## src/design/srs_pkg.sv

```systemverilog
// srs_pkg: shared types for the systematic resampling index generator
// no dependencies; imported by srs_front, srs_back and the top level
`default_nettype none

package srs_pkg;

    localparam int CountBits = 7;
    localparam int IndexBits = 6;
    localparam int OffsetBits = 16;
    localparam int ApbDataBits = 32;
    localparam int ApbAddrBits = 3;

    localparam logic [ApbAddrBits-1:0] RegParticleCount = 3'd0;
    localparam logic [IndexBits-1:0] PositionMax = 6'd63;

    // control part of one queued request
    typedef struct packed {
        logic                 first;
        logic                 last;
        logic [IndexBits-1:0] pos;
        logic [CountBits-1:0] n;
    } srs_ctrl_t;

endpackage

`default_nettype wire

```

## src/design/systematic_resample_index.sv

```systemverilog
// systematic_resample_index: top level of the resampling index generator
// depends on srs_pkg, srs_front, srs_queue and srs_back
//
// Weights enter one per cycle while the four-request queue has room; the
// front end scales each weight by N, accumulates it with saturation and
// queues the request. The back end emits one ancestor index per cycle, one
// per slot filled, unless out_stall holds a pending result; a request that
// fills no slot still occupies the back end before the next one is taken.
// Throughput is set by the back end's one-slot-per-cycle walk.
`default_nettype none

module systematic_resample_index
    import srs_pkg::*;
#(
    parameter int MAX_PARTICLES = 64,
    parameter int WEIGHT_FRAC_BITS = 16
) (
    input  wire logic                      clk,
    input  wire logic                      rst_n,
    input  wire logic                      psel,
    input  wire logic                      penable,
    input  wire logic                      pwrite,
    input  wire logic [ApbAddrBits-1:0]    paddr,
    input  wire logic [ApbDataBits-1:0]    pwdata,
    output logic [ApbDataBits-1:0]         prdata,
    output logic                           pready,
    input  wire logic                      in_valid,
    output logic                           in_stall,
    input  wire logic [WEIGHT_FRAC_BITS:0] weight,
    input  wire logic [OffsetBits-1:0]     random_offset,
    input  wire logic                      first_weight,
    input  wire logic                      last_weight,
    output logic                           out_valid,
    input  wire logic                      out_stall,
    output logic [IndexBits-1:0]           sample_index,
    output logic [IndexBits-1:0]           slot_index,
    output logic                           last_of_run,
    output logic                           set_complete
);

    localparam int SW = WEIGHT_FRAC_BITS + 8;
    localparam int QW = SW + WEIGHT_FRAC_BITS + $bits(srs_ctrl_t);

    logic                        q_push, q_full, q_pop, q_valid;
    logic [SW-1:0]               push_sum, pop_sum;
    logic [WEIGHT_FRAC_BITS-1:0] push_off, pop_off;
    srs_ctrl_t                   push_ctrl, pop_ctrl;
    logic [QW-1:0]               pop_data;

    assign pready = 1'b1;

    srs_front #(
        .MAX_PARTICLES(MAX_PARTICLES),
        .WEIGHT_FRAC_BITS(WEIGHT_FRAC_BITS)
    ) u_front (
        .clk(clk),
        .rst_n(rst_n),
        .psel(psel),
        .penable(penable),
        .pwrite(pwrite),
        .paddr(paddr),
        .pwdata(pwdata),
        .prdata(prdata),
        .in_valid(in_valid),
        .in_stall(in_stall),
        .weight(weight),
        .random_offset(random_offset),
        .first_weight(first_weight),
        .last_weight(last_weight),
        .q_full(q_full),
        .q_push(q_push),
        .q_sum(push_sum),
        .q_off(push_off),
        .q_ctrl(push_ctrl)
    );

    srs_queue #(
        .WIDTH(QW),
        .DEPTH(4)
    ) u_queue (
        .clk(clk),
        .rst_n(rst_n),
        .push(q_push),
        .push_data({push_sum, push_off, push_ctrl}),
        .full(q_full),
        .pop(q_pop),
        .not_empty(q_valid),
        .pop_data(pop_data)
    );

    assign {pop_sum, pop_off, pop_ctrl} = pop_data;

    srs_back #(
        .WEIGHT_FRAC_BITS(WEIGHT_FRAC_BITS)
    ) u_back (
        .clk(clk),
        .rst_n(rst_n),
        .q_valid(q_valid),
        .q_sum(pop_sum),
        .q_off(pop_off),
        .q_ctrl(pop_ctrl),
        .q_pop(q_pop),
        .out_valid(out_valid),
        .out_stall(out_stall),
        .sample_index(sample_index),
        .slot_index(slot_index),
        .last_of_run(last_of_run),
        .set_complete(set_complete)
    );

endmodule

`default_nettype wire

```

## src/design/srs_queue.sv

```systemverilog
// srs_queue: small register fifo between front and back end
// no dependencies
`default_nettype none

module srs_queue #(
    parameter int WIDTH = 8,
    parameter int DEPTH = 4
) (
    input  wire logic             clk,
    input  wire logic             rst_n,
    input  wire logic             push,
    input  wire logic [WIDTH-1:0] push_data,
    output logic                  full,
    input  wire logic             pop,
    output logic                  not_empty,
    output logic [WIDTH-1:0]      pop_data
);

    localparam int PtrBits = (DEPTH > 1) ? $clog2(DEPTH) : 1;
    localparam int CntBits = $clog2(DEPTH + 1);

    logic [WIDTH-1:0]   mem_reg [DEPTH];
    logic [PtrBits-1:0] wr_ptr_reg, wr_ptr_next;
    logic [PtrBits-1:0] rd_ptr_reg, rd_ptr_next;
    logic [CntBits-1:0] count_reg, count_next;
    logic               do_push, do_pop;

    assign full      = (count_reg == CntBits'(DEPTH));
    assign not_empty = (count_reg != '0);
    assign pop_data  = mem_reg[rd_ptr_reg];
    assign do_push   = push && !full;
    assign do_pop    = pop && not_empty;

    always_comb
    begin
        wr_ptr_next = wr_ptr_reg;
        rd_ptr_next = rd_ptr_reg;
        count_next  = count_reg;
        if (do_push)
        begin
            wr_ptr_next = (wr_ptr_reg == PtrBits'(DEPTH - 1)) ? '0 : wr_ptr_reg + 1'b1;
        end
        if (do_pop)
        begin
            rd_ptr_next = (rd_ptr_reg == PtrBits'(DEPTH - 1)) ? '0 : rd_ptr_reg + 1'b1;
        end
        if (do_push && !do_pop)
        begin
            count_next = count_reg + 1'b1;
        end
        else if (do_pop && !do_push)
        begin
            count_next = count_reg - 1'b1;
        end
    end

    always_ff @(posedge clk or negedge rst_n)
    begin
        if (!rst_n)
        begin
            wr_ptr_reg <= '0;
            rd_ptr_reg <= '0;
            count_reg  <= '0;
        end
        else
        begin
            wr_ptr_reg <= wr_ptr_next;
            rd_ptr_reg <= rd_ptr_next;
            count_reg  <= count_next;
        end
    end

    always_ff @(posedge clk)
    begin
        if (do_push)
        begin
            mem_reg[wr_ptr_reg] <= push_data;
        end
    end

endmodule

`default_nettype wire

```

## src/design/srs_front.sv

```systemverilog
// srs_front: particle count register, weight accumulation and request build
// depends on srs_pkg; feeds srs_queue
`default_nettype none

module srs_front
    import srs_pkg::*;
#(
    parameter int MAX_PARTICLES = 64,
    parameter int WEIGHT_FRAC_BITS = 16
) (
    input  wire logic                          clk,
    input  wire logic                          rst_n,
    input  wire logic                          psel,
    input  wire logic                          penable,
    input  wire logic                          pwrite,
    input  wire logic [ApbAddrBits-1:0]        paddr,
    input  wire logic [ApbDataBits-1:0]        pwdata,
    output logic [ApbDataBits-1:0]             prdata,
    input  wire logic                          in_valid,
    output logic                               in_stall,
    input  wire logic [WEIGHT_FRAC_BITS:0]     weight,
    input  wire logic [OffsetBits-1:0]         random_offset,
    input  wire logic                          first_weight,
    input  wire logic                          last_weight,
    input  wire logic                          q_full,
    output logic                               q_push,
    output logic [WEIGHT_FRAC_BITS+7:0]        q_sum,
    output logic [WEIGHT_FRAC_BITS-1:0]        q_off,
    output srs_ctrl_t                          q_ctrl
);

    localparam int SW = WEIGHT_FRAC_BITS + 8;
    localparam logic [CountBits-1:0] MaxCount = CountBits'(MAX_PARTICLES);

    logic [CountBits-1:0]  count_reg;
    logic [SW-1:0]         sum_reg, sum_next;
    logic [OffsetBits-1:0] off_reg, off_next;
    logic [IndexBits-1:0]  pos_reg, pos_cur, pos_next;
    logic [CountBits-1:0]  n_eff;
    logic [SW-1:0]         prod, base;
    logic [SW:0]           total;
    logic                  accept;

    assign accept   = in_valid && !q_full;
    assign in_stall = q_full;
    assign prdata   = {{(ApbDataBits-CountBits){1'b0}}, count_reg};

    always_comb
    begin
        priority if (count_reg == '0)
        begin
            n_eff = CountBits'(1);
        end
        else if (count_reg > MaxCount)
        begin
            n_eff = MaxCount;
        end
        else
        begin
            n_eff = count_reg;
        end
    end

    assign base     = first_weight ? '0 : sum_reg;
    assign prod     = {{(SW-CountBits){1'b0}}, n_eff} * {7'd0, weight};
    assign total    = {1'b0, base} + {1'b0, prod};
    assign sum_next = total[SW] ? '1 : total[SW-1:0];
    assign off_next = first_weight ? random_offset : off_reg;
    assign pos_cur  = first_weight ? '0 : pos_reg;
    assign pos_next = (pos_cur < PositionMax) ? pos_cur + 1'b1 : pos_cur;

    generate
        if (WEIGHT_FRAC_BITS >= OffsetBits)
        begin : g_off_up
            assign q_off = WEIGHT_FRAC_BITS'(off_next) << (WEIGHT_FRAC_BITS - OffsetBits);
        end
        else
        begin : g_off_down
            assign q_off = off_next[OffsetBits-1 -: WEIGHT_FRAC_BITS];
        end
    endgenerate

    assign q_push       = accept;
    assign q_sum        = sum_next;
    assign q_ctrl.first = first_weight;
    assign q_ctrl.last  = last_weight;
    assign q_ctrl.pos   = pos_cur;
    assign q_ctrl.n     = n_eff;

    always_ff @(posedge clk or negedge rst_n)
    begin
        if (!rst_n)
        begin
            count_reg <= MaxCount;
            sum_reg   <= '0;
            off_reg   <= '0;
            pos_reg   <= '0;
        end
        else
        begin
            if (psel && penable && pwrite && (paddr[2] == RegParticleCount[2]))
            begin
                count_reg <= pwdata[CountBits-1:0];
            end
            if (accept)
            begin
                sum_reg <= sum_next;
                off_reg <= off_next;
                pos_reg <= pos_next;
            end
        end
    end

endmodule

`default_nettype wire

```

## src/design/srs_back.sv

```systemverilog
// srs_back: walks the slots of one request and emits one index per cycle unless out_stall holds a pending result
// depends on srs_pkg; reads from srs_queue
`default_nettype none

module srs_back
    import srs_pkg::*;
#(
    parameter int WEIGHT_FRAC_BITS = 16
) (
    input  wire logic                          clk,
    input  wire logic                          rst_n,
    input  wire logic                          q_valid,
    input  wire logic [WEIGHT_FRAC_BITS+7:0]   q_sum,
    input  wire logic [WEIGHT_FRAC_BITS-1:0]   q_off,
    input  wire srs_ctrl_t                     q_ctrl,
    output logic                               q_pop,
    output logic                               out_valid,
    input  wire logic                          out_stall,
    output logic [IndexBits-1:0]               sample_index,
    output logic [IndexBits-1:0]               slot_index,
    output logic                               last_of_run,
    output logic                               set_complete
);

    localparam int SW = WEIGHT_FRAC_BITS + 8;

    logic                        active_reg, active_next;
    logic [SW-1:0]               sum_reg;
    logic [WEIGHT_FRAC_BITS-1:0] off_reg;
    srs_ctrl_t                   ctrl_reg;
    logic [CountBits-1:0]        slots_reg, slots_next;
    logic                        out_valid_reg, out_valid_next;
    logic [IndexBits-1:0]        sample_reg, slot_reg;
    logic                        last_reg, done_reg;

    logic [CountBits-1:0] slots_inc;
    logic                 gt0, gt1, c0, c1, can_out, emit, finish;

    assign slots_inc = slots_reg + 1'b1;
    assign gt0 = sum_reg > {1'b0, slots_reg, off_reg};
    assign gt1 = sum_reg > {1'b0, slots_inc, off_reg};
    assign c0  = active_reg && (slots_reg < ctrl_reg.n) && (ctrl_reg.last || gt0);
    assign c1  = (slots_inc < ctrl_reg.n) && (ctrl_reg.last || gt1);

    assign can_out = !out_valid_reg || !out_stall;
    assign emit    = c0 && can_out;
    assign finish  = active_reg && (!c0 || (emit && !c1));
    assign q_pop   = q_valid && (!active_reg || finish);

    always_comb
    begin
        active_next = active_reg;
        slots_next  = emit ? slots_inc : slots_reg;
        if (q_pop)
        begin
            active_next = 1'b1;
            if (q_ctrl.first)
            begin
                slots_next = '0;
            end
        end
        else if (finish)
        begin
            active_next = 1'b0;
        end
        out_valid_next = emit ? 1'b1 : (out_stall ? out_valid_reg : 1'b0);
    end

    always_ff @(posedge clk or negedge rst_n)
    begin
        if (!rst_n)
        begin
            active_reg    <= 1'b0;
            slots_reg     <= '0;
            out_valid_reg <= 1'b0;
        end
        else
        begin
            active_reg    <= active_next;
            slots_reg     <= slots_next;
            out_valid_reg <= out_valid_next;
        end
    end

    always_ff @(posedge clk)
    begin
        if (q_pop)
        begin
            sum_reg  <= q_sum;
            off_reg  <= q_off;
            ctrl_reg <= q_ctrl;
        end
        if (emit)
        begin
            sample_reg <= gt0 ? ctrl_reg.pos : '0;
            slot_reg   <= slots_reg[IndexBits-1:0];
            last_reg   <= !c1;
            done_reg   <= (slots_inc == ctrl_reg.n);
        end
    end

    assign out_valid    = out_valid_reg;
    assign sample_index = sample_reg;
    assign slot_index   = slot_reg;
    assign last_of_run  = last_reg;
    assign set_complete = done_reg;

endmodule

`default_nettype wire

```

## config.mk

```make
export PLATFORM = sky130hd
export DESIGN_NAME = systematic_resample_index
export DESIGN_NICKNAME = d
export VERILOG_FILES = /design/src/design/srs_pkg.sv /design/src/design/systematic_resample_index.sv /design/src/design/srs_queue.sv /design/src/design/srs_front.sv /design/src/design/srs_back.sv
export SDC_FILE = /design/constraint.sdc
export NUM_CORES = 1
export LEC_CHECK = 0
export BUFFER_PORTS_ARGS = -buffer_cell sky130_fd_sc_hd__buf_4
export CORE_UTILIZATION = 35
export CTS_BUF_LIST = sky130_fd_sc_hd__clkbuf_2 sky130_fd_sc_hd__clkbuf_4 sky130_fd_sc_hd__clkbuf_8
export DETAILED_ROUTE_END_ITERATION = 10
export GPL_ROUTABILITY_DRIVEN = 0
export PLACE_DENSITY = 0.57
export SLEW_MARGIN = 20
export SYNTH_ARGS = -nofsm -noshare
export SYNTH_HDL_FRONTEND = slang
export SYNTH_SLANG_ARGS = --single-unit
export TNS_END_PERCENT = 10
```

## constraint.sdc

```tcl
create_clock -name clk -period 6.13 [get_ports clk]
set_input_delay 1.226 -clock clk [delete_from_list [all_inputs] [get_ports clk]]
set_output_delay 1.226 -clock clk [all_outputs]
set_load 0.02 [all_outputs]
```

==> results.ini, run 1 <==
[status]
outcome = completed

[setup_path]
crit_type = flop to flop
required_ns = 6.46
cp_cell_sequence = buf_4 -> nand2_1 -> fa_1 -> fa_1 -> inv_1 -> fa_1 -> inv_1 -> fa_1 -> inv_1 -> ha_1 -> and2_1 -> a221oi_1 -> a21oi_1 -> o21bai_2 -> o21ai_1 -> xnor2_4 -> buf_12 -> nand2b_1
rr_endpoint = u_queue.mem_reg[3][31]$_DFFE_PP_
crit_buf_inv = 5
r2r_cells = 18
ff2ff_setup_slack_ns = 0.51
r2r-start = u_front.count_reg[6]$_DFFE_PN1P_
critPathLaunchType = flop
crit_top_cell = fa_1
critPathMaxStageDelay_ns = 0.58
slowest_stage = dfstp_2
endpoint_kind = flop
arrival_ns = 5.95
crit_family = adder cells
crit_fanout = 24

[grt]
antenna_found_initial = 2
grt_use_met1 = 0.197
top_usage_layer = met2
grt_pass1_wl_mm = 64.4
grt_pass1_vias = 11985
grt_use_met3 = 0.0232
grt_max_degree = 64
grt_overflow = 0
track_usage = 0.144
met2_usage = 0.238

[routing]
route.detailed.drc = 0
drt-pass1-iter-count = 5
viasPerCell = 4.65
vias = 11115
post_drt_wl_per_cell_um = 16.4
ant_nets = 0
postRouteWirelength_mm = 39.3
drtIter0Drc = 575

[synthesis]
yosysTopAreaCell = edfxtp_1
ys_seq_area_frac = 0.533
synth.distinct_cells = 74
syn_area_per_cell_um2 = 13.4
async_flop_share = 0.193
yosys_warnings = 0
ys.flop_type = edfxtp_1
synth_area_leaders = edfxtp_1 44%, fa_1 10%, dfrtp_1 8.7%, mux4_2 6.4%, ha_1 6.2%
ys_seq_elements = 357
syn-instance-count = 1454
synth_top_cell_area_share = 0.445
synth_edf_count = 288
syn-cell-area_um2 = 19500

[min_path]
hold_path_depth = 2
hold_class = flop to flop
worstHoldStart = u_front.off_reg[13]$_DFFE_PN0P_
hold-path-endpoint = u_front.off_reg[13]$_DFFE_PN0P_

[clock_tree]
cts_setup_buffers = 0
clk_latency_ns = 0.64
clkTransAtPathRegs_ns = 0.06
cts-root-buf = clkbuf_8
cts_tree = yes
cts_resized = 0
cts_hold_buf = 0
clock_path_buffers = 3
htreeDepth = 2
clock_sinks = 357
cts_buffers = 57

[place]
dp_hpwl_mm = 27.1
io_buffers = 72
pre_cts_ws_ns = -0.0480
place_inst = 2279

[timing]
worst_slack_ns = 0.512
skew_ns = 0.0484
hold_slack_ns = 0.469
rsz0062_at_grt = false
setup-violations-final = 0
hold_viol = 0
drv_slew = 0
max_freq_mhz = 178
worst-slew-pin-transition_ns = 0.968
slew-limit-headroom = 0.354
layout_min_cycle_time_ns = 5.62
post-route-period-util = 0.916

[finish]
largest_reg_flops = 220
final_cells = 2388
syn_to_final_growth_pct = 14.7
drive_above_1_share = 0.200
final_nets = 1861

[job]
max_cap_viol_count = 0

[floorplanning]
dieArea_um2 = 56500
initial_core_util = 0.354
num_io_pins = 126
fp.dieW_um = 238
die_h_um = 238
core-area_um2 = 55000
fp-row-count = 86

-- kinds of logic (layout without fill, tap and decap cells) --
group                      count (synthesis)  after routing  share of synthesized area
buffers and inverters                    243            404                     0.0539
DFF                                      357            357                      0.533
other                                      2             27                   0.000386
xor gates and xnor gates                  26             26                     0.0121
adders and majority gates                194            194                      0.163
and+or+nand+nor                          397            397                      0.107
AOI/OAI and AO/OA                        151            151                     0.0505
muxes                                     84             84                     0.0806
-- tightest hold or removal path, cell delays in order, from the launching register on --
cell     delay, ns
dfrtp_1       0.33
nand2_1       0.05
nand2_1       0.05
-- layout by cell type (no fill, tap or decap), drive strengths merged, types with 3 or more instances in the layout --
| cell type | netlist | final |
|---|---|---|
| a211oi | 6 | 6 |
| a21o | 14 | 14 |
| a21oi | 31 | 31 |
| a22oi | 5 | 5 |
| a31oi | 23 | 23 |
| and2 | 116 | 116 |
| and3 | 3 | 3 |
| and4 | 3 | 3 |
| buf | 48 | 125 |
| bufinv | 0 | 3 |
| clkbuf | 24 | 85 |
| clkinv | 0 | 16 |
| conb | 2 | 26 |
| dfrtp | 68 | 68 |
| edfxtp | 288 | 288 |
| fa | 98 | 98 |
| ha | 96 | 96 |
| inv | 171 | 173 |
| mux2 | 28 | 28 |
| mux4 | 55 | 55 |
| nand2 | 108 | 108 |
| nand2b | 14 | 14 |
| nand3 | 13 | 13 |
| nand4 | 8 | 8 |
| nor2 | 59 | 59 |
| nor2b | 40 | 40 |
| nor3 | 9 | 9 |
| o211ai | 5 | 5 |
| o21ai | 41 | 41 |
| or2 | 3 | 3 |
| or3 | 12 | 12 |
| xnor2 | 17 | 17 |
| xor2 | 9 | 9 |
-- synthesized netlist by cell type, types with 5 or more instances --
cell / number
a211oi_1: 6
nor3_1: 9
clkbuf_1: 24
nor2_1: 59
nor2b_1: 40
nand2b_1: 14
xnor2_1: 16
dfrtp_1: 68
buf_4: 28
fa_1: 98
nand3_1: 13
nand2_1: 108
inv_1: 171
buf_2: 7
mux2_2: 27
ha_1: 96
nand4_1: 8
or3_1: 12
a21o_1: 14
o21ai_0: 36
a31oi_1: 23
and2_1: 115
a22oi_1: 5
buf_1: 10
mux4_2: 55
xor2_1: 9
a21oi_1: 31
edfxtp_1: 288
-- metal layers --
layer,routed length [um],vias up
li1,-,5319
met1,18600,5547
met2,18500,202
met3,1540,47
met4,631,0
met5,0,-
-- area by class of cell --
type | instances | area (um2)
antenna | 1 | 2.50
clock buffer | 85 | 1040
clock inverter | 23 | 198
fill | 5112 | 32700
inverter | 171 | 642
multi-input combinational | 878 | 8140
sequential | 357 | 10400
tap | 748 | 936
timing repair buffer | 125 | 976
-- metrics by stage --
step	utilization	TNS [ns]	instance area, um2
after floorplan	-	0	19500
after global placement	0.383	0	21100
after detailed placement	0.383	-0.994	21100
after CTS	0.406	0	22300
after global routing	0.406	0	22300
final	0.406	0	22300
-- worst max-delay path by stage --
stage / start / to / slack, ns / depth (start not counted)
floorplan: weight[5] / u_queue.mem_reg[0][53]$_DFFE_PP_ / 0.35 / 18
global placement: weight[5] / u_queue.mem_reg[0][48]$_DFFE_PP_ / 0.0008 / 17
detailed placement: weight[5] / u_queue.mem_reg[3][31]$_DFFE_PP_ / -0.05 / 17
CTS: u_front.count_reg[6]$_DFFE_PN1P_ / u_queue.mem_reg[3][31]$_DFFE_PP_ / 0.47 / 18
global route: u_front.count_reg[6]$_DFFE_PN1P_ / u_queue.mem_reg[3][31]$_DFFE_PP_ / 0.18 / 18
finish: u_front.count_reg[6]$_DFFE_PN1P_ / u_queue.mem_reg[3][31]$_DFFE_PP_ / 0.51 / 18
Power of run 1 is not shown: default switching activity piles up to over one toggle a cycle in this logic, so the estimate is an artifact.
==> run 2, diff against run 1 <==
==> constraint.sdc (replaced) <==
create_clock -name clk -period 6.13 [get_ports clk]
set_input_delay 0.3065 -clock clk [delete_from_list [all_inputs] [get_ports clk]]
set_output_delay 0.3065 -clock clk [all_outputs]
set_load 0.02 [all_outputs]
==> run 2 against run 1 <==
Setup slack lost 0.020 ns. Utilization grew 0.096 points. Wire length shrank 0.56%. Worst hold slack lost 0.41 ns. Cell count is essentially flat. Critical endpoint is now u_queue.mem_reg[2][33]$_DFFE_PP_. Via count is the same. Critical path depth is the same. Sequential share of layout area shrank 0.11 points.
==> results.ini, run 2 (synthesized netlist as in run 1, its figures left out) <==
[setup_path]
r2r-start = u_front.count_reg[6]$_DFFE_PN1P_
critPathLaunchType = flop
rr_endpoint = u_queue.mem_reg[2][33]$_DFFE_PP_
crit_path_end = u_queue.mem_reg[2][33]$_DFFE_PP_
crit_type = flop to flop
critPathLaunch = u_front.count_reg[6]$_DFFE_PN1P_
crit_fanout = 26  ; +8.3%
ff2ff_setup_slack_ns = 0.49  ; -0.02 ns
required_ns = 6.46  ; about the same
endpoint_kind = flop
arrival_ns = 5.96  ; about the same
r2r_cells = 18  ; unchanged

[finish]
seq_area_um2 = 10400  ; unchanged
drive_above_1_share = 0.191  ; -0.00831
largest_reg_flops = 220  ; unchanged
final_nets = 1858  ; -0.16%
syn_to_final_growth_pct = 15.0
multi_input_area_um2 = 8140  ; unchanged
fillers = 5212  ; +2.0%
final_cell_mix = 288 x edfxtp_1, 170 x inv_1, 111 x and2_1, 108 x nand2_1, 103 x buf_4
final_common_cell = edfxtp_1

[grt]
antenna_found_initial = 0  ; -2
grt_pass1_wl_mm = 63.5  ; -1.4%
track_usage = 0.142  ; -0.00183
grt_pass1_vias = 11893  ; -0.77%
grt_overflow = 0  ; unchanged
grt_max_degree = 64  ; unchanged

[floorplanning]
fp-row-count = 86  ; unchanged
fp.dieW_um = 238  ; unchanged
initial_core_util = 0.354  ; unchanged
num_io_pins = 126  ; unchanged
core-area_um2 = 55000  ; unchanged
dieArea_um2 = 56500  ; unchanged
die_h_um = 238  ; unchanged

[timing]
setup-violations-final = 0  ; unchanged
layout_min_cycle_time_ns = 5.64  ; +0.0199 ns
skew_ns = 0.0390  ; -0.00947 ns
hold_viol = 0  ; unchanged
max_freq_mhz = 177  ; -0.35%
post-route-period-util = 0.920  ; +0.00325
slew-limit-headroom = 0.382  ; +0.0274
drv_slew = 0  ; unchanged
rsz0062_at_grt = false
worst-slew-pin-transition_ns = 0.927  ; -0.0411 ns
worst_slack_ns = 0.492  ; -0.0199 ns
setup_tns_ns = 0  ; unchanged

[clock_tree]
cts_setup_buffers = 0  ; unchanged
clkTransAtPathRegs_ns = 0.07  ; about the same
cts_tree = yes
clock_sinks = 357  ; unchanged
clock_path_buffers = 3  ; unchanged
cts_resized = 0  ; unchanged
htreeDepth = 2  ; unchanged
cts_buffers = 58  ; +1.8%
cts-root-buf = clkbuf_8
clk_latency_ns = 0.63  ; about the same

[routing]
viasPerCell = 4.66  ; about the same
postRouteWirelength_mm = 39.1  ; -0.56%
ant_nets = 0  ; unchanged
vias = 11115  ; unchanged
route.detailed.drc = 0  ; unchanged
post_drt_wl_per_cell_um = 16.4  ; -0.52%
drtIter0Drc = 539  ; -6.3%
drt-pass1-iter-count = 4  ; -1

[min_path]
hold_class = primary input to flop

[place]
dp_hpwl_mm = 26.9  ; -0.76%
io_buffers = 72  ; unchanged
pre_cts_ws_ns = 0.465  ; +0.513 ns

[job]
max_cap_viol_count = 0  ; unchanged

[status]
outcome = completed

## run 2: cell count changes in the layout (fill, tap and decap cells not counted)
cell and delta:
clkbuf_8 +3, diode_2 +1, dlygate4sd3_1 +14, clkinv_1 -2, clkbuf_4 -4, buf_12 +1
buf_4 -19, inv_6 +1, clkinv_2 +4
## run 2: area by class of cell
| type | instances | share of cell area |
|---|---|---|
| Sequential cell | 357 | 0.464 |
| Multi-Input combinational cell | 878 | 0.364 |
| Clock buffer | 84 | 0.0472 |
| Timing Repair Buffer | 121 | 0.0444 |
| Tap cell | 748 | 0.0418 |
| Inverter | 171 | 0.0287 |
| Clock inverter | 26 | 0.00979 |
| Antenna cell | 2 | 0.000224 |
## run 2: worst min-delay path by stage
stage,slack (ns),end,cells after the start,startpoint
after floorplan,0.01,u_back.active_reg$_DFFE_PN0P_,0,rst_n
after global placement,0.30,u_front.count_reg[2]$_DFFE_PN0P_,1,rst_n
after detailed placement,0.31,u_front.count_reg[2]$_DFFE_PN0P_,1,rst_n
after CTS,0.004,u_queue.mem_reg[2][18]$_DFFE_PP_,2,random_offset[3]
after global routing,0.03,u_queue.mem_reg[2][18]$_DFFE_PP_,2,random_offset[3]
final,0.06,u_queue.mem_reg[2][18]$_DFFE_PP_,2,random_offset[3]
## run 2: repair_timing
action / CTS / global route
endpoints found under the hold margin: 54 / 0
hold buffers: 14 / 0
endpoints found under the setup margin: 0 / 0
## run 2: routing by layer
layer,part of all wire,global-route usage
met4,0.019,0.0413
met1,0.47,0.190
met2,0.48,0.239
met5,0,0
met3,0.033,0.0219
## run 2: worst max-delay path: stages, from the launching register on
cell and delay, ns:
dfstp_2 0.60, buf_4 0.31, nand2_1 0.13, fa_1 0.52, fa_1 0.54, inv_1 0.05
fa_1 0.52, inv_1 0.05, fa_1 0.53, inv_1 0.04, ha_1 0.31, and2_1 0.19
a221oi_1 0.36, a21oi_1 0.24, o21bai_2 0.24, o21ai_1 0.18, xnor2_4 0.20, buf_12 0.19
nand2b_1 0.16
## run 2: metrics by stage
step	hold slack [ns]	instances	utilization	cell area, um2
global route	0.0261	2385	0.407	22400
finish	0.0576	2387	0.407	22400
detailed placement	0.311	2261	0.381	21000
CTS	0.00413	2385	0.407	22400
global placement	0.303	2261	0.381	21000
floorplan	0.0109	1478	-	19500
Power of run 2 is left out for the same reason.
